[config.mk]
export PLATFORM = sky130hd
export DESIGN_NAME = tps_best
export DESIGN_NICKNAME = d
export VERILOG_FILES = /design/src/rtl/tps_pkg.sv /design/src/rtl/tps_best.sv
export SDC_FILE = /design/constraint.sdc
export NUM_CORES = 1
export LEC_CHECK = 0
export ABC_AREA = 1
export ABC_CLOCK_PERIOD_IN_PS = 3300
export BUFFER_PORTS_ARGS = -buffer_cell sky130_fd_sc_hd__buf_2
export CAP_MARGIN = 15
export CORE_MARGIN = 2
export CORE_UTILIZATION = 45
export CTS_CLUSTER_SIZE = 28
export DETAILED_ROUTE_END_ITERATION = 12
export PLACE_DENSITY = 0.75
export SYNTH_ARGS = -nofsm -noshare
export SYNTH_HDL_FRONTEND = slang
export SYNTH_SLANG_ARGS = --single-unit
[constraint.sdc]
create_clock -name clk -period 3.3 [get_ports clk]
set_clock_uncertainty 0.1 [all_clocks]
set_input_delay 0.495 -clock clk [delete_from_list [all_inputs] [get_ports clk]]
set_output_delay 0.495 -clock clk [all_outputs]
set_load 0.01 [all_outputs]
[src/rtl/tps_pkg.sv]
// ----------------------------------------------------------------------------
// tps_pkg
// Shared types for the task priority scheduler: item layouts, operation
// codes, table entry layout and the control group of the best-entry tracker.
// ----------------------------------------------------------------------------
package tps_pkg;

    // operation codes carried by a request item
    typedef enum logic [1:0] {
        OP_ADD    = 2'd0,
        OP_EDIT   = 2'd1,
        OP_REMOVE = 2'd2,
        OP_EXEC   = 2'd3
    } op_t;

    // request item
    typedef struct packed {
        op_t         operation;
        logic [15:0] user_id;
        logic [7:0]  task_id;
        logic [31:0] priority_req;
    } req_item_t;

    // response item
    typedef struct packed {
        logic        found;
        logic [15:0] exec_user;
    } rsp_item_t;

    // one task table entry
    typedef struct packed {
        logic        valid;
        logic [15:0] user;
        logic [31:0] prio;
    } entry_t;

    // control of the best-entry tracker
    typedef struct packed {
        logic start;
        logic sample;
    } best_ctl_t;

endpackage

[src/rtl/tps_best.sv]
// ----------------------------------------------------------------------------
// tps_best
// Best-entry tracker: one priority comparator applied to each entry read
// during a scan, keeping the index and user of the current winner.
// ----------------------------------------------------------------------------
module tps_best #(
    parameter int TASKS = 256
) (
    input  logic                     clk,
    input  logic                     rst_n,
    input  tps_pkg::best_ctl_t       ctl,
    input  logic [$clog2(TASKS)-1:0] idx,
    input  tps_pkg::entry_t          entry,
    output logic                     have,
    output logic [$clog2(TASKS)-1:0] best_idx,
    output logic [15:0]              best_user
);

    localparam int IDX_W = $clog2(TASKS);

    logic              have_reg;
    logic              have_next;
    logic [IDX_W-1:0]  idx_reg;
    logic [IDX_W-1:0]  idx_next;
    logic [15:0]       user_reg;
    logic [15:0]       user_next;
    logic [31:0]       prio_reg;
    logic [31:0]       prio_next;
    logic              take;

    // later entry wins a tie, scan runs in ascending order
    always_comb
    begin
        take      = ctl.sample && entry.valid && (!have_reg || (entry.prio >= prio_reg));
        have_next = have_reg;
        idx_next  = idx_reg;
        user_next = user_reg;
        prio_next = prio_reg;
        if (ctl.start)
        begin
            have_next = 1'b0;
        end
        else if (take)
        begin
            have_next = 1'b1;
            idx_next  = idx;
            user_next = entry.user;
            prio_next = entry.prio;
        end
    end

    // control flag
    always_ff @(posedge clk or negedge rst_n)
    begin
        if (!rst_n)
        begin
            have_reg <= 1'b0;
        end
        else
        begin
            have_reg <= have_next;
        end
    end

    // winner payload
    always_ff @(posedge clk)
    begin
        idx_reg  <= idx_next;
        user_reg <= user_next;
        prio_reg <= prio_next;
    end

    assign have      = have_reg;
    assign best_idx  = idx_reg;
    assign best_user = user_reg;

endmodule

=== Yosys cells after proc, flatten, opt, wreduce, memory -nomap -nowiden ===
Index checks and enable logic that the tools add are counted.

* Flip-flop bits (word level): 57
* Output and inout port bits: 25
* Logic and storage cells: 14
* Bits of input ports: 61

* Bitwise logic cells: 1
* Magnitude comparators: 1
* Mux-type cells: 2
* Reductions and logical operators: 6

{| class="wikitable"
|+ Operator list
! cell !! count
|-
| 32-bit >= comparator || 1
|-
| 1-bit logical AND || 2
|-
| 1-bit 2-to-1 mux || 2
|-
| 2-bit AND reduction || 1
|-
| 2-bit nonzero test || 1
|-
| 1-bit zero test || 1
|-
| 1-bit logical OR || 1
|-
| 1-bit NOT || 1
|}

=== Logic depth before layout (Yosys ltp) ===
* Word-level depth: 5
* Mapped depth: 13
* Gate-level depth less buffers: 13

=== Worst setup path before layout ===
OpenSTA, ideal clock, no wires.

* Kind: in2reg
* Start: in entry[31] (netlist name)
* End: reg idx_reg[0] (netlist: best_idx[0]), enable pin
* Data required time: 2.767 ns
* Buffers on the path: 0
* Setup time: 0.433 ns
* Path slack: -0.109 ns
* Stages on the path: 7
* Data arrival time: 2.875 ns
* Cells stage by stage: ha_1 nand2_2 nor2_4 nand4_2 nor2_2 nand2_1 a21oi_2

* Cells in the longest elaborated chain, start to end: 4

{| class="wikitable"
|+ RTL lines
! what !! line !! text
|-
| from (decl) || tps_best.sv:13 || <nowiki>input tps_pkg::entry_t entry,</nowiki>
|-
| 32-bit >= comparator || tps_best.sv:34 || <nowiki>take = ctl.sample && entry.valid && (!have_reg || (entry.prio >= prio_reg));</nowiki>
|-
| 1-bit logical OR || tps_best.sv:34 ||
|-
| 1-bit logical AND || tps_best.sv:34 ||
|-
| 2-bit AND reduction (no line) || -- ||
|-
| to (signal assigned) || tps_best.sv:68 || <nowiki>idx_reg <= idx_next;</nowiki>
|-
| to (decl) || tps_best.sv:23 || <nowiki>logic [IDX_W-1:0] idx_reg;</nowiki>
|}

No other way between the ends.
A chain may end at the register's enable or synchronous reset.

=== Worst setup path in the final report ===
* Start: reg prio_reg[5]
* End: reg prio_reg[26], enable pin

* Cells in the longest elaborated chain, start to end: 4

{| class="wikitable"
|+ RTL lines
! what !! line !! text
|-
| from (decl) || tps_best.sv:27 || <nowiki>logic [31:0] prio_reg;</nowiki>
|-
| from (signal assigned) || tps_best.sv:70 || <nowiki>prio_reg <= prio_next;</nowiki>
|-
| 32-bit >= comparator || tps_best.sv:34 ||
|-
| 1-bit logical OR || tps_best.sv:34 ||
|-
| 1-bit logical AND || tps_best.sv:34 ||
|-
| 2-bit AND reduction (no line) || -- ||
|}

No other way between the ends.

==> flow_summary.json <==
{
  "grt_pass1_wl_um": 7660,
  "end_kind": "flop",
  "cts.clk_slew.worst_paths_ns": 0.07,
  "synth_common_cells": "edfxtp_1 (56), inv_1 (42), ha_1 (32), nand2_1 (32), a21oi_1 (12)",
  "max_cap_viol_count": 0,
  "yosysSeqAreaShare": 0.653,
  "p_seq_frac": 0.504,
  "antenna_found_initial": 0,
  "grt_overflow": 0,
  "routed_wl_um": 4680,
  "slew_viol_final": 0,
  "grt_max_degree": 34,
  "syn_nets": 296,
  "yosysMostFrequentCell": "edfxtp_1",
  "ir_drop_v": 0.000327,
  "async_flop_share": 0.0175,
  "die_area_mm2": 0.00644,
  "tns_ns": 0,
  "hpwlAfterDp_um": 3500,
  "ys_ff_latch": 57,
  "initial_core_util": 0.469,
  "finalSetupViolations": 0,
  "postRouteAntennaNets": 0,
  "vias_per_cell": 4.59,
  "fin_nets": 395,
  "antennaDiodeCount": 0,
  "crit_required_ns": 3.18,
  "synth_cells": 203,
  "yosys-top-cells-area": "edfxtp_1 (64%), ha_1 (15%), inv_1 (6.0%)",
  "cts_tree": "done",
  "track_usage": 0.163,
  "clkPwrFrac": 0.410,
  "insertion_delay_ns": 0.33,
  "combPwrFrac": 0.086,
  "cts_root_buf": "clkbuf_8",
  "arrival_ns": 2.08,
  "status": "completed",
  "power.leakage_nw": 1.59,
  "worstMarginPinSlew_ns": 0.416,
  "grt_pass1_vias": 1748,
  "dp_cells": 362,
  "fillers": 495,
  "synth_top_cell_by_area": "edfxtp_1",
  "cellPowerDensity_mw_per_mm2": 488,
  "synth_edf_count": 56,
  "pin_count": 86,
  "multi_input_area_um2": 754,
  "critPathKind": "flop to flop",
  "numCtsBuffers": 9,
  "numPortBuffers": 85,
  "vias": 1735,
  "ys.warnings.count": 0,
  "ff_latch_area_mm2": 0.00171,
  "fp.coreArea_mm2": 0.00557,
  "wire_per_inst_um": 12.4,
  "fin_crit_ns": 2.20,
  "worstSetupStartpointType": "flop",
  "p_int_w": 0.00130,
  "max_freq_mhz": 454,
  "htreeDepth": 3,
  "die_y_um": 80.2,
  "clockBufferDepth": 2,
  "p_sw_w": 0.000341,
  "yosysUniqueCellTypes": 19,
  "synthFlopType": "edfxtp_1",
  "hold_violations": 0,
  "drc_errors": 0,
  "clkSinkCount": 57,
  "fin_crit_sh": 0.667,
  "critPathMaxFanout": 33,
  "synthToLayoutAreaGrowth_pct": 28.6,
  "synth_top_area_frac": 0.643,
  "gp_congestion": 0.756,
  "die_w_um": 80.2,
  "timing.slew.headroom": 0.723,
  "hp-class": "input pin to flop",
  "syn_area_mm2": 0.00262,
  "p_sw_frac": 0.208,
  "rsz0062_at_grt": "no",
  "worst_hold_slack_ns": 0.234,
  "drive_above_1_share": 0.356,
  "placementRows": 27,
  "drt_first_pass_iters": 4,
  "postSynthAreaPerCell_um2": 12.9,
  "drt_iter0_markers": 65,
  "largest_reg_flops": 32,
  "final_cells": 378
}
==> power by group through the flow <==
stage | Sequential [W] | Combinational [W] | Clock, W
2_1_floorplan | 0.000847 | 0.0000677 | 0
3_3_place_gp | 0.000841 | 0.000137 | 0
3_5_place_dp | 0.000842 | 0.000142 | 0
4_1_cts | 0.000827 | 0.000145 | 0.000692
5_1_grt | 0.000828 | 0.000164 | 0.000721
6_report | 0.000827 | 0.000141 | 0.000672
==> per-layer routing <==
metal,vias up,wire [µm],GRT usage,share of wire
met3,9,280,0.0494,0.060
met5,-,0,0,0
met2,52,2310,0.258,0.49
met4,0,103,0.0949,0.022
met1,785,1990,0.196,0.42
li1,889,-,-,-
==> logic make-up (layout without fill, tap and decap cells) <==
kind of cell | after synthesis | after routing | share of synthesized area
compound gates | 20 | 20 | 0.0435
fa+ha+maj | 32 | 32 | 0.153
buf+inv | 43 | 146 | 0.0617
flops | 57 | 57 | 0.653
simple gates | 51 | 51 | 0.0890
==> layout make-up <==
| class | count | area share |
|---|---|---|
| clock buffer | 10 | 0.0380 |
| tap | 72 | 0.0268 |
| clock inverter | 5 | 0.0212 |
| timing repair buffer | 88 | 0.134 |
| sequential | 57 | 0.508 |
| inverter | 43 | 0.0480 |
| multi-input combinational | 103 | 0.224 |
==> critical path, stage by stage (launching register included) <==
cell	delay, ns
edfxtp_1	0.32
inv_1	0.04
ha_1	0.29
nand2_1	0.06
inv_1	0.06
nand2_2	0.07
nor2_2	0.10
nor2_1	0.04
nand2_1	0.06
nand2_1	0.05
nand2_1	0.06
nand2_1	0.08
a21oi_4	0.13
buf_4	0.39
==> stage by stage <==
step	worst slack, ns	utilization	power (W)	cell area [µm²]
floorplan	0.554	-	0.000915	2620
global placement	0.858	0.566	0.000978	3150
detailed placement	0.826	0.566	0.000984	3150
CTS	1.07	0.603	0.00166	3360
global route	0.887	0.603	0.00171	3360
finish	1.10	0.603	0.00164	3360
==> cells in the final DEF, fill, tap and decap left out <==
cell type / n
buf_2: 85
edfxtp_1: 56
inv_1: 42
nand2_1: 32
ha_1: 32
a21oi_1: 12
clkbuf_8: 9
nor2_1: 7
nand2_2: 3
nand4_1: 3
o21ai_0: 3
clkinv_1: 3
nor2_2: 2
a21oi_2: 2
bufinv_16: 2
buf_4: 2
inv_2: 1
nor3_1: 1
nor2_4: 1
nand4_2: 1
o21ai_1: 1
o21a_1: 1
nand3b_1: 1
a21oi_4: 1
clkbuf_1: 1
dfrtp_1: 1
dlygate4sd3_1: 1
==> repair_timing <==
action	4_1_cts	5_1_grt
setup buffers	0	0
hold endpoints to repair	1	0
hold buffers	1	0
gates resized for setup	0	0
==> final timing paths <==
kind	cells after the start	slack (ns)	to	start
worst max-delay path	13	1.10	prio_reg[26]	prio_reg[5]
worst min-delay path	1	0.23	best_user[15]	entry[47]
worst max register to register	13	1.10	prio_reg[26]	prio_reg[5]
worst min register to register	2	0.48	have	have
max in group asynchronous	2	2.63	have	rst_n
min in group asynchronous	2	0.39	have	rst_n
(Power assumes the default switching activity.)
